[src/hdl/damped_spring_velocity_update_defines.svh]
// ----------------------------------------------------------------------------
// Assertion macros for the damped spring velocity update block
// Shared property templates, clocked on clk and disabled during reset.
// ----------------------------------------------------------------------------
`ifndef DAMPED_SPRING_VELOCITY_UPDATE_DEFINES_SVH
`define DAMPED_SPRING_VELOCITY_UPDATE_DEFINES_SVH

// Same-cycle implication
`define DSV_ASSERT_NOW(name, ante, cons, msg) \
  name: assert property (@(posedge clk) disable iff (!rst_n) (ante) |-> (cons)) \
    else $error(msg);

// Next-cycle implication
`define DSV_ASSERT_NEXT(name, ante, cons, msg) \
  name: assert property (@(posedge clk) disable iff (!rst_n) (ante) |=> (cons)) \
    else $error(msg);

`endif

[src/hdl/dsv_pkg.sv]
// ----------------------------------------------------------------------------
// dsv_pkg
// Types, constants and helpers shared by the spring velocity update pipeline.
// ----------------------------------------------------------------------------
package dsv_pkg;

  // Fixed widths of the datapath
  localparam int ROOT_W      = 34;
  localparam int SQRT_STEPS  = 34;
  localparam int Q_W         = 29;
  localparam int DIV_STEPS   = 29;
  localparam int U_FRAC      = 28;
  localparam int FORCE_STAGES = 13;
  localparam int ADDR_W      = 5;

  localparam logic [Q_W-1:0] UNIT_ONE = 29'h1000_0000;

  // Register indexes
  localparam logic [2:0] REG_STIFFNESS = 3'd0;
  localparam logic [2:0] REG_DAMPING   = 3'd1;
  localparam logic [2:0] REG_REST_LEN  = 3'd2;
  localparam logic [2:0] REG_MIN_LEN   = 3'd3;
  localparam logic [2:0] REG_MAX_LEN   = 3'd4;
  localparam logic [2:0] REG_TIMESTEP  = 3'd5;
  localparam logic [2:0] REG_HAS_A     = 3'd6;
  localparam logic [2:0] REG_HAS_B     = 3'd7;

  // Reset values
  localparam logic [30:0] RST_REST_LEN = 31'd65536;
  localparam logic [30:0] RST_MAX_LEN  = 31'd131072;
  localparam logic [16:0] RST_TIMESTEP = 17'd1049;

  typedef struct packed {
    logic [31:0] pos_a_x;
    logic [31:0] pos_a_y;
    logic [31:0] pos_a_z;
    logic [31:0] pos_b_x;
    logic [31:0] pos_b_y;
    logic [31:0] pos_b_z;
    logic [31:0] vel_a_x;
    logic [31:0] vel_a_y;
    logic [31:0] vel_a_z;
    logic [31:0] vel_b_x;
    logic [31:0] vel_b_y;
    logic [31:0] vel_b_z;
  } dsv_in_t;

  typedef struct packed {
    logic [31:0] new_vel_a_x;
    logic [31:0] new_vel_a_y;
    logic [31:0] new_vel_a_z;
    logic [31:0] new_vel_b_x;
    logic [31:0] new_vel_b_y;
    logic [31:0] new_vel_b_z;
    logic        skipped;
  } dsv_out_t;

  typedef struct packed {
    logic [30:0] stiffness;
    logic [30:0] damping_coeff;
    logic [30:0] rest_length;
    logic [30:0] min_length;
    logic [30:0] max_length;
    logic [16:0] timestep;
    logic        has_body_a;
    logic        has_body_b;
  } cfg_t;

  // Separation and velocities carried along the distance pipeline
  typedef struct packed {
    logic [2:0][32:0] d;
    logic [2:0][31:0] va;
    logic [2:0][31:0] vb;
  } carry_t;

  // Distance pipeline to divider
  typedef struct packed {
    logic              valid;
    logic [ROOT_W-1:0] len;
    carry_t            carry;
  } dist_item_t;

  // Divider to force pipeline: unit direction in sign-magnitude Q1.28
  typedef struct packed {
    logic                valid;
    logic [2:0][Q_W-1:0] q;
    logic [2:0]          neg;
    logic [ROOT_W-1:0]   len;
    logic [2:0][31:0]    va;
    logic [2:0][31:0]    vb;
  } unit_item_t;

  // Magnitude of a 33-bit two's complement value
  function automatic logic [32:0] mag33(logic [32:0] x);
    return x[32] ? 33'(-x) : x;
  endfunction

endpackage

[src/hdl/dsv_cfg_regs.sv]
// ----------------------------------------------------------------------------
// dsv_cfg_regs
// APB register file holding the spring, damping, length, timestep and body-presence settings.
// ----------------------------------------------------------------------------
module dsv_cfg_regs (
  input  logic                      clk,
  input  logic                      rst_n,
  input  logic                      psel,
  input  logic                      penable,
  input  logic                      pwrite,
  input  logic [dsv_pkg::ADDR_W-1:0] paddr,
  input  logic [31:0]               pwdata,
  output logic [31:0]               prdata,
  output logic                      pready,
  output dsv_pkg::cfg_t             cfg_o
);
  import dsv_pkg::*;

  cfg_t       cfg_r;
  logic       wr_en;
  logic [2:0] idx;

  assign pready = 1'b1;
  assign idx    = paddr[ADDR_W-1:2];
  assign wr_en  = psel && penable && pwrite && pready;
  assign cfg_o  = cfg_r;

  // Write registers on the access phase
  always_ff @(posedge clk) begin
    if (!rst_n) begin
      cfg_r.stiffness     <= '0;
      cfg_r.damping_coeff <= '0;
      cfg_r.rest_length   <= RST_REST_LEN;
      cfg_r.min_length    <= '0;
      cfg_r.max_length    <= RST_MAX_LEN;
      cfg_r.timestep      <= RST_TIMESTEP;
      cfg_r.has_body_a    <= 1'b1;
      cfg_r.has_body_b    <= 1'b1;
    end else if (wr_en) begin
      case (idx)
        REG_STIFFNESS: cfg_r.stiffness     <= pwdata[30:0];
        REG_DAMPING:   cfg_r.damping_coeff <= pwdata[30:0];
        REG_REST_LEN:  cfg_r.rest_length   <= pwdata[30:0];
        REG_MIN_LEN:   cfg_r.min_length    <= pwdata[30:0];
        REG_MAX_LEN:   cfg_r.max_length    <= pwdata[30:0];
        REG_TIMESTEP:  cfg_r.timestep      <= pwdata[16:0];
        REG_HAS_A:     cfg_r.has_body_a    <= pwdata[0];
        REG_HAS_B:     cfg_r.has_body_b    <= pwdata[0];
        default: ;
      endcase
    end
  end

  // Read back
  always_comb begin
    case (idx)
      REG_STIFFNESS: prdata = {1'b0, cfg_r.stiffness};
      REG_DAMPING:   prdata = {1'b0, cfg_r.damping_coeff};
      REG_REST_LEN:  prdata = {1'b0, cfg_r.rest_length};
      REG_MIN_LEN:   prdata = {1'b0, cfg_r.min_length};
      REG_MAX_LEN:   prdata = {1'b0, cfg_r.max_length};
      REG_TIMESTEP:  prdata = {15'b0, cfg_r.timestep};
      REG_HAS_A:     prdata = {31'b0, cfg_r.has_body_a};
      REG_HAS_B:     prdata = {31'b0, cfg_r.has_body_b};
      default:       prdata = '0;
    endcase
  end

endmodule

[config.mk]
export PLATFORM = sky130hd
export DESIGN_NAME = dsv_cfg_regs
export DESIGN_NICKNAME = d
export VERILOG_FILES = /design/src/hdl/damped_spring_velocity_update_defines.svh /design/src/hdl/dsv_pkg.sv /design/src/hdl/dsv_cfg_regs.sv
export SDC_FILE = /design/constraint.sdc
export NUM_CORES = 1
export LEC_CHECK = 0
export ABC_AREA = 1
export BUFFER_PORTS_ARGS = -buffer_cell sky130_fd_sc_hd__buf_2
export CELL_PAD_IN_SITES_DETAIL_PLACEMENT = 1
export CELL_PAD_IN_SITES_GLOBAL_PLACEMENT = 2
export CORE_MARGIN = 2
export CORE_UTILIZATION = 29
export CTS_CLUSTER_DIAMETER = 40
export DETAILED_ROUTE_END_ITERATION = 8
export GPL_ROUTABILITY_DRIVEN = 1
export PLACE_DENSITY = 0.86
export SYNTH_ARGS = -nofsm -noshare
export SYNTH_HDL_FRONTEND = slang
export SYNTH_SLANG_ARGS = --single-unit
[constraint.sdc]
create_clock -name clk -period 2.8 [get_ports clk]
set_input_delay 0.14 -clock clk [delete_from_list [all_inputs] [get_ports clk]]
set_output_delay 0.14 -clock clk [all_outputs]
set_load 0.02 [all_outputs]
==> results of run 1 <==
[per-stage QoR]
| step | setup slack [ns] | power (mW) |
|---|---|---|
| floorplan | 1.512 | 2.822 |
| global placement | 0.6183 | 3.020 |
| detailed placement | 0.6077 | 3.025 |
| CTS | 0.6228 | 5.484 |
| global route | 0.4851 | 5.628 |
| finish | 0.6679 | 5.446 |
[critical path: stages]
cell	delay [ns]
buf_2	0.15
buf_4	0.38
nand3_2	0.58
o21ai_0	0.38
nor2_1	0.08
nand2_1	0.09
buf_2	0.17
[routing by layer]
layer  wire, um  vias to the layer above  track usage [%]
met3       1542                       34            3.741
li1           -                     4150                -
met1      16620                     4200            33.74
met2      14720                      200            35.32
met5          0                        -                0
met4        720                        0            6.822
[final cells by class]
class | instances | area share [%]
Inverter | 73 | 2.800
Sequential cell | 174 | 35.27
Clock buffer | 19 | 4.485
Antenna cell | 2 | 0.05068
Clock inverter | 13 | 1.546
Timing Repair Buffer | 270 | 14.77
Tap cell | 341 | 4.320
Multi-Input combinational cell | 808 | 36.75
[power by group through the flow]
stage,Sequential (mW),Clock [mW],Combinational [mW]
after global placement,2.59,0,0.432
final,2.53,2.48,0.438
after global routing,2.54,2.62,0.469
after floorplan,2.62,0,0.200
after detailed placement,2.59,0,0.437
after CTS,2.53,2.52,0.437
[cell usage after synthesis (all sizes together)]
library cell,number
nor3,94
buf,56
nand4,37
dfxtp,174
conb,2
o211ai,4
nand3,59
o21ai,196
inv,73
nand2,120
clkbuf,39
nor2,296
[path summary, 6_finish.rpt]
kind                    from          to  slack, ns  depth (start not counted)
setup reg to reg   cfg_o[52]   cfg_o[52]       2.05                          2
setup / recovery    paddr[3]  prdata[25]       0.67                          7
hold reg to reg    cfg_o[36]   cfg_o[36]       0.49                          2
hold / removal    pwdata[17]   cfg_o[36]       0.02                          3
[cells by family (layout without fill, tap and decap cells)]
| group | count (synthesis) | count (layout) | share of synthesized area, % |
|---|---|---|---|
| AOI/OAI and AO/OA | 200 | 200 | 12.89 |
| buffers and inverters | 168 | 375 | 9.521 |
| DFF | 174 | 174 | 44.40 |
| other | 2 | 4 | 0.09573 |
| and+or+nand+nor | 606 | 606 | 33.09 |
==> flow_summary.toml, run 1 <==
[final_layout]
final_cell_mix = "289 x nor2_1, 242 x buf_2, 176 x o21ai_0, 174 x dfxtp_1, 119 x nand2_1"
fin_cells = 1700
final_area_mm2 = 0.009876
final_nets = 1386
utilization_pct = 36.95
multi_input_area_mm2 = 0.003630
nFillCells = 3447
syn_to_final_growth_pct = 25.89
largest_reg_flops = 174
final_common_cell = "nor2_1"
seq_area_mm2 = 0.003483
drive_gt1_share_pct = 23.36

[synth]
syn_avg_cell_area_um2 = 6.822
synth_top_area_cell = "dfxtp_1"
synth_top_area_share_pct = 44.40
syn_area_mm2 = 0.007845
yosysWarnings = 0
yosys-top-cells-area = "dfxtp_1 44%, nor2_1 14%, o21ai_0 11%"
synth_nets = 1192
synth-seq-cells = 174
yosysSeqAreaShare_pct = 44.40
postSynthCellCount = 1150
yosysUniqueCellTypes = 23

[timing]
finalCriticalPeriod_ns = 2.132
finalHoldViolations = 0
holdWs_ns = 0.02452
rsz0062_at_grt = "no"
worst_pin_slew_ns = 1.146
max_slew_margin_pct = 23.54
report.final.slew_viol_count = 0
min_period_over_period_pct = 76.14
setup_violations = 0
fmax_mhz = 469.0
clock_skew_ns = 0
final.setup.tns_ns = 0

[placement]
dpl.hpwl_um = 23310
place_area_mm2 = 0.009275
dp_cells = 1666
portBuffers = 243
place.gp.congestion = 0.8485

[floorplan]
core_area_mm2 = 0.02673
pin_count = 249
die_area_mm2 = 0.02838
initial_core_util_pct = 29.35
die_x_um = 168.5
die_y_um = 168.5
row_count = 60

[setup_path]
critPathLaunchType = "primary input"
critPathRequiredTime_ns = 2.66
critPathKind = "primary input to output pin"
worstSetupEndpointType = "output pin"
cp_data_arrival_time_ns = 1.99
path_max_fanout = 37

[outcome]
status = "completed"

[clocking]
post_cts_buffers = 0
cts-root-buf = "clkbuf_16"
cts.sinks = 174
clkTransAtPathRegs_ns = 0.07
insertion_delay_ns = 0.43
cts_tree = "built"
clockBufferDepth = 2
ctsHtreeMaxLevel = 4
cts_inserted_buffers = 17
cts.hold.buffers_added = 0
cts_resized = 0

[routing]
routed_via_density = 5.049
detail-route-antenna-nets = 0
vias = 8584
drtIter0Drc = 631
drt-total-wl_um = 33600
routedWlPerCell_um = 19.77
drc = 0
drt_pass1_iterations = 5

[pwr]
switching_power_mw = 1.474
cellPowerDensity_mw_per_mm2 = 551.4
cellInternalPower_mw = 3.972
sequentialPowerShare_pct = 46.5
p_leak_nw = 4.821
sw_frac_of_total_pct = 27.06
comb_power_share_pct = 8.0
power.ir.vdd_worst_v = 0.0004100
pwr-share-clk_pct = 45.5

[global_routing]
grt_max_degree = 75
antenna_found_initial = 2
grt_pass1_wl_um = 50760
grt_pass1_vias = 8218
grt_overflow = 0
grt_use_total_pct = 23.19

[worst_hold_path]
hold_class = "primary input to flip-flop"

[job]
cap_violations = 0
Power figures use the tool's default switching activity.
==> run 2, diff against run 1 <==
--- a/config.mk
+++ b/config.mk
@@ -10,11 +10,11 @@
 export CELL_PAD_IN_SITES_DETAIL_PLACEMENT = 1
 export CELL_PAD_IN_SITES_GLOBAL_PLACEMENT = 2
 export CORE_MARGIN = 2
-export CORE_UTILIZATION = 29
+export CORE_UTILIZATION = 27
 export CTS_CLUSTER_DIAMETER = 40
 export DETAILED_ROUTE_END_ITERATION = 8
 export GPL_ROUTABILITY_DRIVEN = 1
-export PLACE_DENSITY = 0.86
+export PLACE_DENSITY = 0.81
 export SYNTH_ARGS = -nofsm -noshare
 export SYNTH_HDL_FRONTEND = slang
 export SYNTH_SLANG_ARGS = --single-unit
==> constraint.sdc (replaced) <==
create_clock -name clk -period 2.1 [get_ports clk]
set_input_delay 0.105 -clock clk [delete_from_list [all_inputs] [get_ports clk]]
set_output_delay 0.105 -clock clk [all_outputs]
set_load 0.02 [all_outputs]
==> run 2 against run 1 <==
Compared with the run above:
- design area increased by 2.8%
- core utilization down 1.5 points
- non-clock buffer count is 28 higher
- critical endpoint is now prdata[30]
- largest power group unchanged
==> flow_summary.toml, run 2 (synthesis results as in run 1) <==
[clocking]
clockBufferDepth = 2
cts.sinks = 174
insertion_delay_ns = 0.43
cts-root-buf = "clkbuf_16"
cts_tree = "built"
clkTransAtPathRegs_ns = 0.08
cts_inserted_buffers = 17
ctsHtreeMaxLevel = 4

[floorplan]
pin_count = 249
die_x_um = 174.5
die_area_mm2 = 0.03043
core_area_mm2 = 0.02863
die_y_um = 174.5
row_count = 62
initial_core_util_pct = 27.41

[global_routing]
use_met3_pct = 5.490
grt_overflow = 0
antenna_found_initial = 3
grt_use_total_pct = 22.58
grt_pass1_vias = 8555
top_usage_layer = "met2"
grt_pass1_wl_um = 52940
met1_usage_pct = 32.00
grt_max_degree = 71
met2_usage_pct = 34.11

[pwr]
p_leak_nw = 4.929
cellPowerDensity_mw_per_mm2 = 704.6
power.ir.vdd_worst_v = 0.0005489

[routing]
drt-total-wl_um = 34600
vias = 8670
drtIter0Drc = 543
detail-route-antenna-nets = 0
routedWlPerCell_um = 19.54
drt_pass1_iterations = 5
drc = 0
routed_via_density = 4.896

[final_layout]
largest_reg_flops = 174
drive_gt1_share_pct = 23.97
final_nets = 1414
final_common_cell = "nor2_1"
syn_to_final_growth_pct = 29.43
utilization_pct = 35.47
final_cell_mix = "289 x nor2_1, 242 x buf_2, 176 x o21ai_0, 174 x dfxtp_1, 119 x nand2_1"

[setup_path]
critPathKind = "primary input to output pin"
worstSetupEndpointType = "output pin"
critPathLaunchType = "primary input"
rr_worst_depth = 2
critPathRequiredTime_ns = 2.00
cp_data_arrival_time_ns = 1.64
path_max_fanout = 16

[timing]
max_slew_margin_pct = 58.83
report.final.slew_viol_count = 0
finalCriticalPeriod_ns = 1.747
setup_slack_ns = 0.3525
final.setup.tns_ns = 0
clock_skew_ns = 0
finalHoldViolations = 0
min_period_over_period_pct = 83.21
rsz0062_at_grt = "no"
holdWs_ns = 0.007461
fmax_mhz = 572.2
worst_pin_slew_ns = 0.6169
setup_violations = 0

[placement]
place.gp.congestion = 0.8427
pre_cts_ws_ns = 0.3244
portBuffers = 243
dpl.hpwl_um = 24590

[worst_hold_path]
holdPathStages = 3
hold_class = "primary input to flip-flop"

[outcome]
status = "completed"

[job]
cap_violations = 0
[run 2: changes by cell type in the layout (fill, tap and decap cells not counted), sizes merged]
cell,change
bufinv,-2
buf,+15
dlygate4sd3,+13
clkinvlp,+1
clkinv,-2
inv,+3
[run 2: worst paths after layout]
kind,startpoint,end,slack (ns)
hold / removal,pwdata[23],cfg_o[166],0.007
setup reg to reg,cfg_o[96],cfg_o[96],1.34
setup / recovery,paddr[2],prdata[30],0.35
hold reg to reg,cfg_o[0],cfg_o[0],0.50
[run 2: repair_timing]
action	in CTS	in global routing
hold buffers	13	0
gates resized for setup	0	0
setup buffers	0	0
endpoints found under the hold margin	33	0
[run 2: per-stage QoR]
stage          area [um^2]  power, mW  instances
2_1_floorplan         7845      3.763       1150
3_3_place_gp          9454      4.049       1724
3_5_place_dp          9454      4.057       1724
6_report             10150      7.155       1771
5_1_grt              10150      7.401       1771
4_1_cts              10150      7.219       1769
[run 2: power by group]
| part | internal [mW] | switching [mW] | leakage (nW) |
|---|---|---|---|
| clock network | 1.60 | 1.55 | 0.273 |
| logic | 0.166 | 0.458 | 3.25 |
| registers | 3.34 | 0.0359 | 1.40 |
| total | 5.11 | 2.04 | 4.93 |
[run 2: layout make-up]
class                   count  area [um^2]
diodes                      2        5.005
clock buffers              19        442.9
clock inverters            13        121.4
fillers                  3658        18470
inverters                  73        276.5
multi-input cells         808         3630
flip-flops and latches    174         3483
well taps                 384        480.5
repair buffers            298         1714
[run 2: metal layers]
layer | routed length, um | up-vias
met1 | 16650 | 4196
met3 | 2124 | 32
li1 | - | 4205
met2 | 15190 | 235
met5 | 13 | -
met4 | 624 | 2
[run 2: critical path: stages]
cell and delay (ns):
buf_2 0.23, nand3_2 0.38, inv_2 0.41, nand2_1 0.09, nand2_1 0.10, nor2_1 0.05
nand2_1 0.10, buf_2 0.18
==> run 3, diff against run 2 <==
--- a/config.mk
+++ b/config.mk
@@ -5,7 +5,7 @@
 export SDC_FILE = /design/constraint.sdc
 export NUM_CORES = 1
 export LEC_CHECK = 0
-export ABC_AREA = 1
+export ABC_AREA = 0
 export BUFFER_PORTS_ARGS = -buffer_cell sky130_fd_sc_hd__buf_2
 export CELL_PAD_IN_SITES_DETAIL_PLACEMENT = 1
 export CELL_PAD_IN_SITES_GLOBAL_PLACEMENT = 2
@@ -14,7 +14,7 @@
 export CTS_CLUSTER_DIAMETER = 40
 export DETAILED_ROUTE_END_ITERATION = 8
 export GPL_ROUTABILITY_DRIVEN = 1
-export PLACE_DENSITY = 0.81
+export PLACE_DENSITY = 0.78
 export SYNTH_ARGS = -nofsm -noshare
 export SYNTH_HDL_FRONTEND = slang
 export SYNTH_SLANG_ARGS = --single-unit
==> constraint.sdc (replaced) <==
create_clock -name clk -period 1.6 [get_ports clk]
set_input_delay 0.08 -clock clk [delete_from_list [all_inputs] [get_ports clk]]
set_output_delay 0.08 -clock clk [all_outputs]
set_load 0.02 [all_outputs]
==> run 3 against run 2 <==
Compared with the run above:
- the flow now finishes with violations (negative setup slack)
- flip-flop and latch count did not move
- via count fell by 10%
- die area fell by 0.74%
- final cell count fell by 11%
- core utilization rose by 2.7 points
- clock skew did not move
- synthesized area fell by 0.77%
- critical path type is now flip-flop to output pin
- largest power group unchanged
==> flow_summary.toml, run 3 <==
[placement]
dpl.hpwl_um = 20380
place.gp.congestion = 0.7883
pre_cts_ws_ns = -0.05093
portBuffers = 243
dp_cells = 1482

[setup_path]
critPathRequiredTime_ns = 1.52
path_max_fanout = 2
worstSetupEndpointType = "output pin"
cp_data_arrival_time_ns = 1.75
critPathLaunchType = "flip-flop"
critPathKind = "flip-flop to output pin"
rr_worst_depth = 3
r2r_setup_slack_ns = 0.80

[final_layout]
largest_reg_flops = 174
syn_to_final_growth_pct = 40.13
final_cell_mix = "226 x buf_2, 140 x dfxtp_1, 132 x nand3_1, 95 x o21ai_0, 86 x nand2_1"
final_common_cell = "buf_2"
nFillCells = 3466
final_nets = 1219
fin_cells = 1574
utilization_pct = 38.21
diodes = 0
drive_gt1_share_pct = 43.03

[job]
cap_violations = 0

[global_routing]
grt_pass1_wl_um = 44880
antenna_found_initial = 0
grt_max_degree = 47
grt_pass1_vias = 7744
grt_overflow = 0
grt_use_total_pct = 19.04

[clocking]
cts-root-buf = "clkbuf_16"
cts_inserted_buffers = 17
cts_tree = "built"
insertion_delay_ns = 0.42
clockBufferDepth = 2
clkTransAtPathRegs_ns = 0.08
cts.sinks = 174
ctsHtreeMaxLevel = 4

[routing]
drt_pass1_iterations = 7
drt-total-wl_um = 29140
drc = 0
drtIter0Drc = 458
routed_via_density = 4.930
detail-route-antenna-nets = 0
vias = 7760
routedWlPerCell_um = 18.51

[pwr]
comb_power_share_pct = 9.6
sequentialPowerShare_pct = 46.1
switching_power_mw = 2.701
pwr-share-clk_pct = 44.3
p_leak_nw = 4.729
sw_frac_of_total_pct = 28.39
cellInternalPower_mw = 6.811
power.ir.vdd_worst_v = 0.0006343
cellPowerDensity_mw_per_mm2 = 871.9

[floorplan]
die_x_um = 173.8
pin_count = 249
row_count = 62
die_area_mm2 = 0.03021
die_y_um = 173.8
core_area_mm2 = 0.02855
initial_core_util_pct = 27.27

[synth]
synth-main-ff-cell = "dfxtp_1"
postSynthCellCount = 885
synth_top_area_cell = "dfxtp_1"
yosysUniqueCellTypes = 42
synth_top_area_share_pct = 44.74
syn_area_mm2 = 0.007785
syn_avg_cell_area_um2 = 8.797
yosys-top-cells-count = "174 x dfxtp_1, 132 x nand3_1, 98 x o21ai_0"
yosysSeqAreaShare_pct = 44.74
synth_nets = 927
synth-seq-cells = 174
yosysWarnings = 0
async_reset_ff_share_pct = 0
synth_most_common_cell = "dfxtp_1"
synth_edf_count = 0
yosys-top-cells-area = "dfxtp_1 45%, nand3_1 8.5%, o21ai_0 6.3%"

[timing]
clock_skew_ns = 0
max_slew_margin_pct = 48.01
holdWs_ns = 0.02675
fmax_mhz = 546.3
worst_pin_slew_ns = 0.7770
setup_slack_ns = -0.2305
setup_violations = 7
finalCriticalPeriod_ns = 1.830
finalHoldViolations = 0
min_period_over_period_pct = 114.4
rsz0062_at_grt = "yes"
report.final.slew_viol_count = 0
final.setup.tns_ns = -0.5735

[outcome]
status = "finished with violations"
violations = "negative setup slack"

[worst_hold_path]
holdPathStages = 2
hold_class = "primary input to flip-flop"
==> run 3: path summary, 6_finish.rpt <==
| kind | startpoint | to |
|---|---|---|
| setup / recovery | cfg_o[96] | prdata[15] |
| hold / removal | rst_n | cfg_o[5] |
| setup reg to reg | cfg_o[1] | cfg_o[1] |
| hold reg to reg | cfg_o[169] | cfg_o[169] |
==> run 3: cells by family after synthesis <==
| logic type | share of synthesized area [%] |
|---|---|
| compound gates | 19.83 |
| buf+inv | 7.072 |
| flops | 44.74 |
| mux | 6.702 |
| other cells | 0.09647 |
| simple gates | 21.55 |
==> run 3: critical path, stage by stage, from the launching register on <==
cell and delay (ns):
dfxtp_2 0.33, mux2_2 0.25, a222oi_1 0.39, nor2_1 0.16, buf_4 0.19
==> run 3: per-layer routing <==
metal / global-route usage [%] / routed length (um) / up-vias / part of all wire [%]
met2: 30.76 / 13600 / 200 / 47
met3: 3.750 / 1374 / 23 / 4.7
li1: - / - / 3735 / -
met1: 25.96 / 13800 / 3802 / 47
met4: 5.042 / 368 / 0 / 1.3
met5: 0 / 0 / - / 0
==> run 3: cell type report <==
cell class	instances	area, um^2	share of cell area (%)
Clock inverter	15	167.7	1.537
Timing Repair Buffer	361	2442	22.39
Sequential cell	174	3526	32.32
Multi-Input combinational cell	611	3822	35.04
Clock buffer	17	425.4	3.900
Tap cell	384	480.5	4.404
Inverter	12	45.04	0.4129
==> run 3: what timing repair did <==
action / in CTS / in global routing
endpoints found under the setup margin: 13 / 23
pin swaps: 16 / 7
endpoints found under the hold margin: 58 / 0
resized for setup: 43 / 34
hold buffers: 31 / 0
setup buffers: 25 / 4
==> run 3: stage by stage <==
step           power [mW]  instance area [um^2]
5_1_grt             9.917                 10910
2_1_floorplan       4.960                  7785
4_1_cts             9.637                 10790
6_report            9.512                 10910
3_5_place_dp        5.312                  9623
3_3_place_gp        5.304                  9623
==> run 3: power groups by stage <==
stage / registers [mW] / logic, mW / clock network [mW]
floorplan: 4.52 / 0.436 / 0
global placement: 4.49 / 0.814 / 0
detailed placement: 4.49 / 0.821 / 0
CTS: 4.39 / 0.902 / 4.35
global route: 4.39 / 0.983 / 4.54
finish: 4.39 / 0.913 / 4.21
